File: config.mk
export PLATFORM = sky130hd
export DESIGN_NAME = bds_ctrl
export DESIGN_NICKNAME = d
export VERILOG_FILES = /design/src/hw/rtl/bds_pkg.sv /design/src/hw/rtl/bds_ctrl.sv
export SDC_FILE = /design/constraint.sdc
export NUM_CORES = 1
export LEC_CHECK = 0
export BUFFER_PORTS_ARGS = -buffer_cell sky130_fd_sc_hd__buf_2
export CORE_AREA = 2 2 39 41
export CTS_BUF_LIST = sky130_fd_sc_hd__clkbuf_8
export DETAILED_ROUTE_END_ITERATION = 12
export DIE_AREA = 0 0 41 43
export GPL_TIMING_DRIVEN = 1
export PLACE_DENSITY_LB_ADDON = 0.05
export SKIP_CTS_REPAIR_TIMING = 1
export SYNTH_ARGS = -nofsm -noshare
export SYNTH_HDL_FRONTEND = slang
export SYNTH_SLANG_ARGS = --single-unit
File: constraint.sdc
create_clock -name i_clk -period 1.9 [get_ports i_clk]
set_clock_uncertainty 0.05 [all_clocks]
set_input_delay 0.38 -clock i_clk [delete_from_list [all_inputs] [get_ports i_clk]]
set_output_delay 0.38 -clock i_clk [all_outputs]
set_load 0.03 [all_outputs]
File: src/hw/rtl/bds_pkg.sv
// Shared constants, register indexes and control types for the box downscaler.
package bds_pkg;

    localparam int MAX_OUT_WIDTH_DEF = 64;
    localparam int MAX_IN_DIM_DEF    = 1024;
    localparam int OUT_LIMIT         = 64;
    localparam int SUM_W             = 28;
    localparam int CNT_W             = 21;
    localparam int CH_W              = 8;
    localparam int BIN_W             = 6;
    localparam int IN_REG_W          = 11;
    localparam int OUT_REG_W         = 7;
    localparam int CFG_IDX_W         = 2;
    localparam int CFG_DATA_W        = 11;
    localparam int STEP_W            = 5;
    localparam int STORE_W           = 3 * SUM_W + CNT_W;

    localparam logic [IN_REG_W-1:0]  RST_IN_WIDTH   = IN_REG_W'(400);
    localparam logic [IN_REG_W-1:0]  RST_IN_HEIGHT  = IN_REG_W'(400);
    localparam logic [OUT_REG_W-1:0] RST_OUT_WIDTH  = OUT_REG_W'(45);
    localparam logic [OUT_REG_W-1:0] RST_OUT_HEIGHT = OUT_REG_W'(40);

    typedef enum logic [CFG_IDX_W-1:0] {
        CFG_IN_WIDTH,
        CFG_IN_HEIGHT,
        CFG_OUT_WIDTH,
        CFG_OUT_HEIGHT
    } t_cfg_idx;

    typedef struct packed {
        logic              capture;
        logic              bin_step;
        logic              bin_round;
        logic              bin_done;
        logic              rd;
        logic              acc;
        logic              avg_step;
        logic              load;
        logic [STEP_W-1:0] step;
    } t_cmd;

    typedef struct packed {
        logic emit;
        logic out_free;
    } t_sts;

endpackage

File: src/hw/rtl/bds_ctrl.sv
// Sequencer: bin divisions, line store read/update, average division, output load.
module bds_ctrl (
    input  logic          i_clk,
    input  logic          i_rst_n,
    input  logic          i_in_valid,
    output logic          o_in_ready,
    input  bds_pkg::t_sts i_sts,
    output bds_pkg::t_cmd o_cmd
);
    typedef enum logic [2:0] {S_IDLE, S_BIN0, S_BIN1, S_RD, S_ACC, S_AVG, S_OUT} t_state;

    t_state                     r_state;
    logic [bds_pkg::STEP_W-1:0] r_cnt;
    logic                       c_bin_done;
    logic                       c_avg_done;

    assign c_bin_done = (r_cnt == bds_pkg::STEP_W'(bds_pkg::BIN_W - 1));
    assign c_avg_done = (r_cnt == bds_pkg::STEP_W'(bds_pkg::SUM_W - 1));
    assign o_in_ready = (r_state == S_IDLE);

    always_comb begin
        o_cmd           = '0;
        o_cmd.step      = r_cnt;
        o_cmd.capture   = (r_state == S_IDLE) && i_in_valid;
        o_cmd.bin_step  = (r_state == S_BIN0) || (r_state == S_BIN1);
        o_cmd.bin_round = (r_state == S_BIN1);
        o_cmd.bin_done  = c_bin_done;
        o_cmd.rd        = (r_state == S_RD);
        o_cmd.acc       = (r_state == S_ACC);
        o_cmd.avg_step  = (r_state == S_AVG);
        o_cmd.load      = (r_state == S_OUT) && i_sts.out_free;
    end

    always_ff @(posedge i_clk) begin
        if (!i_rst_n) begin
            r_state <= S_IDLE;
            r_cnt   <= '0;
        end else begin
            unique case (r_state)
                S_IDLE: begin
                    r_cnt <= '0;
                    if (i_in_valid) begin
                        r_state <= S_BIN0;
                    end
                end
                S_BIN0, S_BIN1: begin
                    if (c_bin_done) begin
                        r_cnt   <= '0;
                        r_state <= (r_state == S_BIN0) ? S_BIN1 : S_RD;
                    end else begin
                        r_cnt <= r_cnt + 1'b1;
                    end
                end
                S_RD: begin
                    r_state <= S_ACC;
                end
                S_ACC: begin
                    r_cnt   <= '0;
                    r_state <= i_sts.emit ? S_AVG : S_IDLE;
                end
                S_AVG: begin
                    if (c_avg_done) begin
                        r_cnt   <= '0;
                        r_state <= S_OUT;
                    end else begin
                        r_cnt <= r_cnt + 1'b1;
                    end
                end
                S_OUT: begin
                    if (i_sts.out_free) begin
                        r_state <= S_IDLE;
                    end
                end
                default: begin
                    r_state <= S_IDLE;
                end
            endcase
        end
    end
endmodule

Word-level counts from Yosys, hierarchy flattened

Index checks and enable logic that the tools add are counted.

$add $sub $neg: 1
Equal/unequal tests: 12
Muxes and demuxes: 10
Reduce and logical (&&, ||, !) cells: 8

Operators by type and width:

| cell                                                                    | number |
|---|---|
| 3-bit one-hot mux with 6 select lines                                   | 1 |
| 3-bit two-way mux                                                       | 5 |
| 5-bit one-hot mux with 3 select lines                                   | 1 |
| 5-bit two-way mux                                                       | 2 |
| 3-bit equality test, second input constant                              | 3 |
| 3-bit by 2-bit equality test with 1-bit output, second input constant   | 2 |
| 2-bit inequality test, second input constant                            | 3 |
| 5-bit by 1-bit adder with 5-bit output, second input constant           | 1 |
| 5-bit by 3-bit equality test with 1-bit output, second input constant   | 1 |
| 5-bit equality test, second input constant                              | 1 |
| 4-bit AND reduction                                                     | 1 |
| 2-bit OR reduction                                                      | 2 |
| 3-bit by 1-bit equality test with 1-bit output, second input constant   | 1 |
| 3-bit logical NOT                                                       | 1 |
| 3-bit nonzero test                                                      | 1 |
| 1-bit logical AND                                                       | 2 |
| 2-bit by 1-bit inequality test with 1-bit output, second input constant | 1 |
| 1-bit logical OR                                                        | 1 |
| 1-bit two-way mux                                                       | 1 |

Register bits after elaboration: 8
Input bits: 5
Output and inout port bits: 14
Word-level logic and storage cells: 33

Longest topological paths before layout

Gate-level depths: netlist (run 1).

Depth after elaboration: 4
Mapped depth: 6
Mapped depth without buffers: 6

Worst setup path before layout (run 1)

No wires, ideal clock.

Kind: register to output
Start point: register r_state[2]
End point: output o_cmd[12] (netlist name)
Arrival: 1,664 ps
Data required time: 1,470 ps
Slack: -194 ps
Cell stages (with the launch flop): 4
Buffers on the path: 1
Path through: dfxtp_1 -> buf_2 -> nor3_1 -> and2_1

RTL lines:

| element                | line           | source |
|---|---|---|
| start, declared        | bds_ctrl.sv:12 | `t_state r_state;` |
| start signal, assigned | bds_ctrl.sv:49 | `r_state <= (r_state == S_BIN0) ? S_BIN1 : S_RD;` |
| start signal, assigned | bds_ctrl.sv:59 | `r_state <= i_sts.emit ? S_AVG : S_IDLE;` |
| end, declared          | bds_ctrl.sv:8  | `output bds_pkg::t_cmd o_cmd` |

==> results of run 1 <==
cell type report:
| cell class | count | area (um^2) | share of cell area, % |
|---|---|---|---|
| flip-flops and latches | 8 | 161 | 23.6 |
| repair buffers | 18 | 90.1 | 13.2 |
| clock buffers | 3 | 41.3 | 6.04 |
| well taps | 16 | 20.0 | 2.93 |
| inverters | 4 | 15.0 | 2.20 |
| multi-input cells | 50 | 355 | 52.0 |
worst max-delay path by stage:
stage                    start  cells after the start         end
floorplan           r_state[2]                      3    o_cmd[7]
global placement    r_state[0]                      4  r_state[2]
detailed placement    r_cnt[0]                      5    r_cnt[4]
CTS                 r_state[2]                      3    o_cmd[7]
global route        r_state[0]                      3    o_cmd[6]
finish              r_state[0]                      3   o_cmd[11]
kinds of logic (layout without fill, tap and decap cells):
kind of cell,Yosys count,in the layout,synth area share [%]
AND/OR/NAND/NOR,27,27,28.5
AO/OA/AOI/OAI,17,17,24.4
flip-flops,8,8,29.2
buffers and inverters,8,25,6.85
XOR/XNOR,4,4,6.39
adder cells (fa/ha/maj),2,2,4.57
registers in the layout (all words and copies together), names as in the netlist:
signal   flops
r_cnt        5
r_state      3
cells in the final DEF (no fill, tap or decap):
cell type,count
o31ai_1,1
dfxtp_1,7
ha_1,2
nor3_2,1
nor2_1,7
and4b_1,1
a2111o_1,1
and3_1,1
o21ai_0,3
a211oi_1,2
clkbuf_8,3
and2_1,1
or3_1,1
xor2_1,3
a21oi_1,5
and4bb_4,1
nor3_1,2
nand2_1,4
inv_1,4
nand2b_1,2
nor3b_1,1
o32ai_4,1
a21boi_0,1
o221ai_1,1
nand4_1,2
o2bb2ai_1,1
o21a_1,1
dfxtp_2,1
buf_2,18
xnor2_1,1
nand3b_1,3
critical path, delay by kind of cell (launching register included):
family	cells	cell delay, ns
xor+xnor	1	0.24
buf+inv	1	0.20
flops	1	0.60
simple gates	1	0.11
through the flow:
stage	cells	hold slack, ns
6_report	99	0.356
5_1_grt	99	0.373
4_1_cts	99	0.358
3_5_place_dp	96	0.487
3_3_place_gp	96	0.486
2_1_floorplan	66	0.447
metal layers:
| metal | routed length [um] | GRT usage, % | up-vias |
|---|---|---|---|
| met5 | 0 | 0 | - |
| li1 | - | - | 273 |
| met2 | 543 | 23.4 | 15 |
| met3 | 62 | 3.14 | 5 |
| met4 | 43 | 14.7 | 0 |
| met1 | 561 | 20.8 | 236 |
power by group through the flow:
stage / clock network, mW / registers (mW) / logic [mW]
5_1_grt: 0.213 / 0.237 / 0.227
3_5_place_dp: 0 / 0.234 / 0.206
3_3_place_gp: 0 / 0.236 / 0.208
6_report: 0.200 / 0.233 / 0.206
2_1_floorplan: 0 / 0.219 / 0.171
4_1_cts: 0.206 / 0.231 / 0.207
==> metrics, run 1 <==
Final Cell Area=about 680 um^2; Yosys top cell area share=about 29%; sequential share of power=between 30% and 40%; HP Class=input port to flop; Final period util=between 90% and 100%; P_int=slightly above 0.4 mW; Worst Path Max Fanout=15; Slew @ Worst Pin=between 0.5 and 0.6 ns; synth cell count leaders=dfxtp_1 (8), nor2_1 (7), a21oi_1 (5); max cap viols=0; RR Startpoint=r_cnt[0]; r2r worst-path depth=5; FF-to-FF End=r_cnt[4]; top-count cell post-synth=dfxtp_1; Max Slew Vio Count=0; total congestion overflow=0; Pleak=between 0.3 and 0.4 nW; slew margin rel.=about 60%; Final Setup Violations=0; Critical Path RT=~1.5 ns; core area=roughly 1400 um^2; Async SR Flop Fraction=0%; CP Capture Type=output port; TritonCTS clock tree=built; library cells used by synthesis=29; number of flops mapped to enable cells by yosys=0; Routed Antenna Nets=0; Cell Rows=14; first-pass GRT wire length=2000 um; sequential fraction of the synthesis area=29.2%; post-synthesis register bit count=8; Critical Path Start Type=flop; worst reg2reg setup slack=around 0.27 ns; Pre-Repair DR Iteration Count=3; Net Switching=roughly 0.24 mW; DR iter-0 viols=8; area of the mapped netlist=548 um^2; syn_nets=73; CTS max path bufs=2; Worst Setup Path Type=flop to output port; switching share of power=between 30 and 40%; die height=approximately 43 um; # diodes=0; Total Routed Length=1210 um; maximum VDD drop=583 uV; clock-pin slew on the worst setup and hold paths=around 0.04 ns; fraction of layout cells with a size suffix above 1=a little under a third; Slowest-stage cell, CP=dfxtp_1; antenna violations before repair=0; Tmin final=1.81 ns; final core utilization=between 40% and 50%; Setup WS pre-CTS=around 0.23 ns; WHS Path Cells=2; CP max stage delay=0.60 ns; Area growth syn-to-layout=24.7%; Routed wire per std cell=~12 um; Avg Cell Area, Syn=8.30 um^2; Fillers=140; unrepaired setup endpoints after global routing=false; Post-Place Cell Area=between 600 and 700 um^2; Num CTS Buffers=3; via count=around 530; outcome=finished, final reports clean; gr usage total=between 15 and 20%; setup tns final=0 ns; combinational power share=about a third; Die X-Extent=between 40 and 50 um; Placer Congestion=0.716; YS warnings=0; clock sinks=8; Yosys top cell by area=dfxtp_1; IO buf count=18; CP Cell Sequence=xnor2_1 > nor2_1 > buf_2; largest net degree at the start of global routing=16; Clock Power Share=31.4%; overall power=around 0.64 mW; ys flop type=dfxtp_1; Arrival @ worst endpoint=~1.4 ns; htree depth=1; clk_lat worst skew=between 0.2 and 0.25 ns; vias in the first global route=approximately 460; Final WS setup=0.0887 ns; Syn Inst Count=66; Hold Vio Cnt, Final=0; die area=roughly 1800 um^2; # DRC=0; WHS Endpoint=r_state[1]; num ports=19; initial cell density of the core=39.6%; drt via density=between 5 and 6; maximum clock rate=between 500 and 600 MHz; Root Driver=clkbuf_8; Hold Crit Start=i_rst_n; dpl hpwl=approximately 900 um; # nets final=92; largest cells by area after synthesis=dfxtp_1 (29%), o32ai_4 (5.0%), nor2_1 (4.8%); Power per Cell Area=between 900 and 1000 nW/um^2
Power figures use the tool's default switching activity.
==> run 2, diff against run 1 <==
PLACE_DENSITY = 0.67   (was default)
PLACE_DENSITY_LB_ADDON = default   (was 0.05)
==> run 2 against run 1 <==
Net effect: fmax up 5.0%; register-to-register slack worse by 0.07 ns; highest routed layer unchanged; sequential cell count unchanged.
==> metrics, run 2 (synthesized netlist as in run 1, its figures left out) <==
outcome=finished, final reports clean; initial cell density of the core=39.6% (unchanged); drt via density=5.27 (-1.4%); Total Routed Length=1200 um (-0.99%); dpl hpwl=873 um (-2.8%); most frequent cells in the layout=buf_2 (18), nor2_1 (7), dfxtp_1 (6), a21oi_1 (5); # diodes=0 (unchanged); Fillers=146 (+4.3%); htree depth=1 (unchanged); CP max stage delay=0.41 ns (-0.19 ns); Most flops, register=r_cnt; maximum clock rate=580 MHz (+5.0%); DR iter-0 viols=5 (-3); Final Setup Violations=0 (unchanged); Cell Rows=14 (unchanged); first-pass GRT wire length=1880 um (-6.2%); Regs by FF count=r_cnt x5, r_state x3; TritonCTS clock tree=built; overall power=0.645 mW (+0.99%); Pre-Repair DR Iteration Count=5 (+2); Tmin final=1.72 ns (-0.0870 ns); clock-pin slew on the worst setup and hold paths=0.04 ns (about the same); Arrival @ worst endpoint=1.29 ns (-0.09 ns); slew margin rel.=61.8% (+0.50 points); largest net degree at the start of global routing=16 (unchanged); Final Cell Area=692 um^2 (+1.3%); HP Class=input port to flop; Post-Place Cell Area=648 um^2 (+1.2%); gr usage total=16.3% (-0.50 points); Largest register FFs=5 (unchanged); # DRC=0 (unchanged); Slowest-stage cell, CP=dfxtp_1; Pleak=0.310 nW (+1.9%); die height=43 um (unchanged); IO buf count=18 (unchanged); maximum VDD drop=375 uV (-36%); Max Slew Vio Count=0 (unchanged); setup tns final=0 ns (unchanged); Worst Setup Path Type=flop to output port; Hold Vio Cnt, Final=0 (unchanged); fraction of layout cells with a size suffix above 1=32.1% (+2.0 points); clock sinks=8 (unchanged); Die X-Extent=41 um (unchanged); Reg area=163 um^2 (+0.78%); Power per Cell Area=932 nW/um^2 (-0.29%); CP Cell Sequence=ha_1 > and4bb_4 > buf_2; Routed Antenna Nets=0 (unchanged); Top delay family on crit path=flip-flops; die area=1760 um^2 (unchanged); Routed wire per std cell=12.0 um (-2.0%); vias in the first global route=448 (-2.8%); CTS max path bufs=2 (unchanged); Root Driver=clkbuf_8; Worst Path Max Fanout=6 (-9); num ports=19 (unchanged); most common cell after layout, fill and taps aside=buf_2; Critical Path RT=1.47 ns (about the same); via count=527 (-0.38%); Area growth syn-to-layout=26.3%; # nets final=93 (+1.1%); unrepaired setup endpoints after global routing=false; max cap viols=0 (unchanged); clk_lat worst skew=0.23 ns (about the same); antenna violations before repair=0 (unchanged); total congestion overflow=0 (unchanged); WP buf/inv=1 (unchanged); core area=1380 um^2 (unchanged); Num CTS Buffers=3 (unchanged); Slew @ Worst Pin=0.567 ns (-0.00746 ns); Final period util=90.8% (-4.6 points); CP Capture Type=output port; Placer Congestion=0.774 (+8.1%); Critical Path Start Type=flop; area of the multi-input gates=355 um^2 (unchanged)
run 2: cell types whose count changed in the layout (fill, tap and decap cells not counted):
| cell | before | now |
|---|---|---|
| buf_4 | 0 | 1 |
| dfxtp_1 | 7 | 6 |
| dfxtp_2 | 1 | 2 |
run 2: path summary, 6_finish.rpt:
kind | startpoint | end | slack (ns) | cells after the start
max reg2reg | r_cnt[0] | r_cnt[3] | 0.20 | 5
max | r_cnt[0] | o_cmd[9] | 0.18 | 3
min reg2reg | r_cnt[1] | r_cnt[1] | 0.48 | 2
min | i_rst_n | r_state[1] | 0.35 | 2
run 2: through the flow:
stage	worst slack, ns	instances	hold WS (ns)	utilization [%]
5_1_grt	0.0435	100	0.353	50.0
3_5_place_dp	0.287	97	0.476	46.8
3_3_place_gp	0.297	97	0.469	46.8
4_1_cts	0.0771	100	0.348	49.8
2_1_floorplan	0.0863	66	0.447	-
6_report	0.176	100	0.352	50.0
run 2: routing by layer:
| layer | vias to the layer above | GRT usage (%) | routed length, um |
|---|---|---|---|
| met5 | - | 0 | 0 |
| met3 | 2 | 6.28 | 68 |
| li1 | 275 | - | - |
| met4 | 0 | 10.0 | 20 |
| met1 | 236 | 22.1 | 579 |
| met2 | 14 | 20.9 | 530 |
run 2: final cells by class:
type / count / area share, %
clock buffer: 3 / 5.97
inverter: 4 / 2.17
tap: 16 / 2.89
sequential: 8 / 23.5
multi-input combinational: 50 / 51.4
timing repair buffer: 19 / 14.1
run 2: report_power, final:
group | switching [mW] | internal (mW)
Clock | 0.0647 | 0.137
Combinational | 0.137 | 0.0853
Sequential | 0.0354 | 0.186
run 2: worst register-to-register path, cell delays in order, from the launching register on:
cell	delay, ns
dfxtp_1	0.41
ha_1	0.22
and4b_1	0.31
a21boi_0	0.13
o21ai_0	0.34
nor2_1	0.12
==> run 3, diff against run 2 <==
clock period = 2.1 ns   (was 1.9 ns; I/O delays follow)
==> run 3 against run 2 <==
Net effect: worst setup slack gained 0.055 ns; non-clock buffer count fell by 1; wire length is 0.17% lower; sequential power down 5%; final cell count shrank 1.0%; design area is 1.4% lower; sequential share of layout area hardly changed; hold slack improved by 0.031 ns; count of clock-buffer cells in the layout unchanged; die area stayed put; critical endpoint is now o_cmd[11].
==> metrics, run 3 (synthesized netlist as in run 1, its figures left out) <==
most frequent cells in the layout=buf_2 (18), dfxtp_1 (8), nor2_1 (7), a21oi_1 (5); drt via density=5.31 (+0.82%); Area growth syn-to-layout=24.4%; Tmin final=around 1.9 ns; HP Class=input port to flop; clock-pin slew on the worst setup and hold paths=0.04 ns (about the same); # DRC=0 (unchanged); worst reg2reg setup slack=0.49 ns (+0.29 ns); Setup WS pre-CTS=0.462 ns (+0.175 ns); Root Driver=clkbuf_8; Post-Place Cells=96 (-1.0%); largest net degree at the start of global routing=16 (unchanged); TritonCTS clock tree=built; clock sinks=8 (unchanged); Critical Path Start Type=flop; Total Routed Length=1200 um (-0.17%); maximum VDD drop=595 uV (+59%); via count=526 (-0.19%); total congestion overflow=0 (unchanged); Critical Path RT=1.63 ns (+0.16 ns); Final Cell Area=682 um^2 (-1.4%); Final Setup Violations=0 (unchanged); most common cell after layout, fill and taps aside=buf_2; fraction of layout cells with a size suffix above 1=28.9% (-3.2 points); Final period util=89.0%; IO buf count=18 (unchanged); htree depth=1 (unchanged); CTS max path bufs=2 (unchanged); dpl hpwl=857 um (-1.8%); slew margin rel.=66.3% (+4.5 points); # diodes=0 (unchanged); Hold Vio Cnt, Final=0 (unchanged); Post-Place Cell Area=641 um^2 (-1.2%); Worst Path Max Fanout=15 (+9); Largest register FFs=5 (unchanged); clk_lat worst skew=0.23 ns (about the same); Power per Cell Area=848 nW/um^2 (-9.0%); initial cell density of the core=39.6% (unchanged); DR iter-0 viols=7 (+2); Pre-Repair DR Iteration Count=4 (-1); Worst Setup Path Type=flop to output port; setup tns final=0 ns (unchanged); Slew @ Worst Pin=0.501 ns (-0.0668 ns); antenna violations before repair=0 (unchanged); maximum clock rate=around 530 MHz; Pleak=0.304 nW (-2.0%); first-pass GRT wire length=1840 um (-1.8%); Die X-Extent=41 um (unchanged); Most flops, register=r_cnt; Routed Antenna Nets=0 (unchanged); Placer Congestion=0.747 (-3.5%); Regs by FF count=r_cnt x5, r_state x3; Routed wire per std cell=12.1 um (+0.84%); Max Slew Vio Count=0 (unchanged); unrepaired setup endpoints after global routing=false; # nets final=92 (-1.1%); Arrival @ worst endpoint=1.40 ns (+0.11 ns); CP Capture Type=output port; Final WS setup=0.230 ns (+0.0546 ns); Cell Rows=14 (unchanged); die area=1760 um^2 (unchanged); Num CTS Buffers=3 (unchanged); vias in the first global route=445 (-0.67%); num ports=19 (unchanged); core area=1380 um^2 (unchanged); die height=43 um (unchanged); gr usage total=16.3% (unchanged); non-filler cells, final=99 (-1.0%); outcome=finished, final reports clean; max cap viols=0 (unchanged)
-- run 3: layout make-up --
cell class | instances | area, um^2
fillers | 142 | 702
repair buffers | 18 | 90.1
clock buffers | 3 | 41.3
multi-input cells | 50 | 355
well taps | 16 | 20.0
inverters | 4 | 15.0
flip-flops and latches | 8 | 160
-- run 3: path summary, 6_finish.rpt --
path,end,from,cells after the start
max,o_cmd[11],r_state[0],3
min,r_state[1],i_rst_n,2
max reg2reg,r_state[0],r_cnt[0],5
min reg2reg,r_cnt[1],r_cnt[1],2
-- run 3: stage by stage --
step / util, % / hold WS (ns) / power (mW)
after floorplan: - / 0.487 / 0.353
after global placement: 46.3 / 0.479 / 0.398
after detailed placement: 46.3 / 0.490 / 0.399
after CTS: 49.3 / 0.382 / 0.582
after global routing: 49.3 / 0.391 / 0.612
final: 49.3 / 0.383 / 0.578
-- run 3: power by group --
part | total, mW | leakage [nW] | switching, mW | internal (mW)
combinational | 0.186 | 0.217 | 0.113 | 0.0727
sequential | 0.210 | 0.0650 | 0.0424 | 0.167
clock | 0.183 | 0.0216 | 0.0591 | 0.124
-- run 3: routing by layer --
layer / wire (um) / part of all wire, % / track usage (%) / up-vias
met1: 525 / 44 / 19.8 / 227
met2: 521 / 44 / 21.3 / 19
met4: 41 / 3.4 / 14.0 / 0
met5: 0 / 0 / 0 / -
met3: 108 / 9.0 / 6.28 / 6
li1: - / - / - / 274
-- run 3: critical path, stage by stage (launching register included) --
cell and delay (ns):
dfxtp_1 0.61, xnor2_1 0.23, nor2_1 0.12, buf_2 0.20
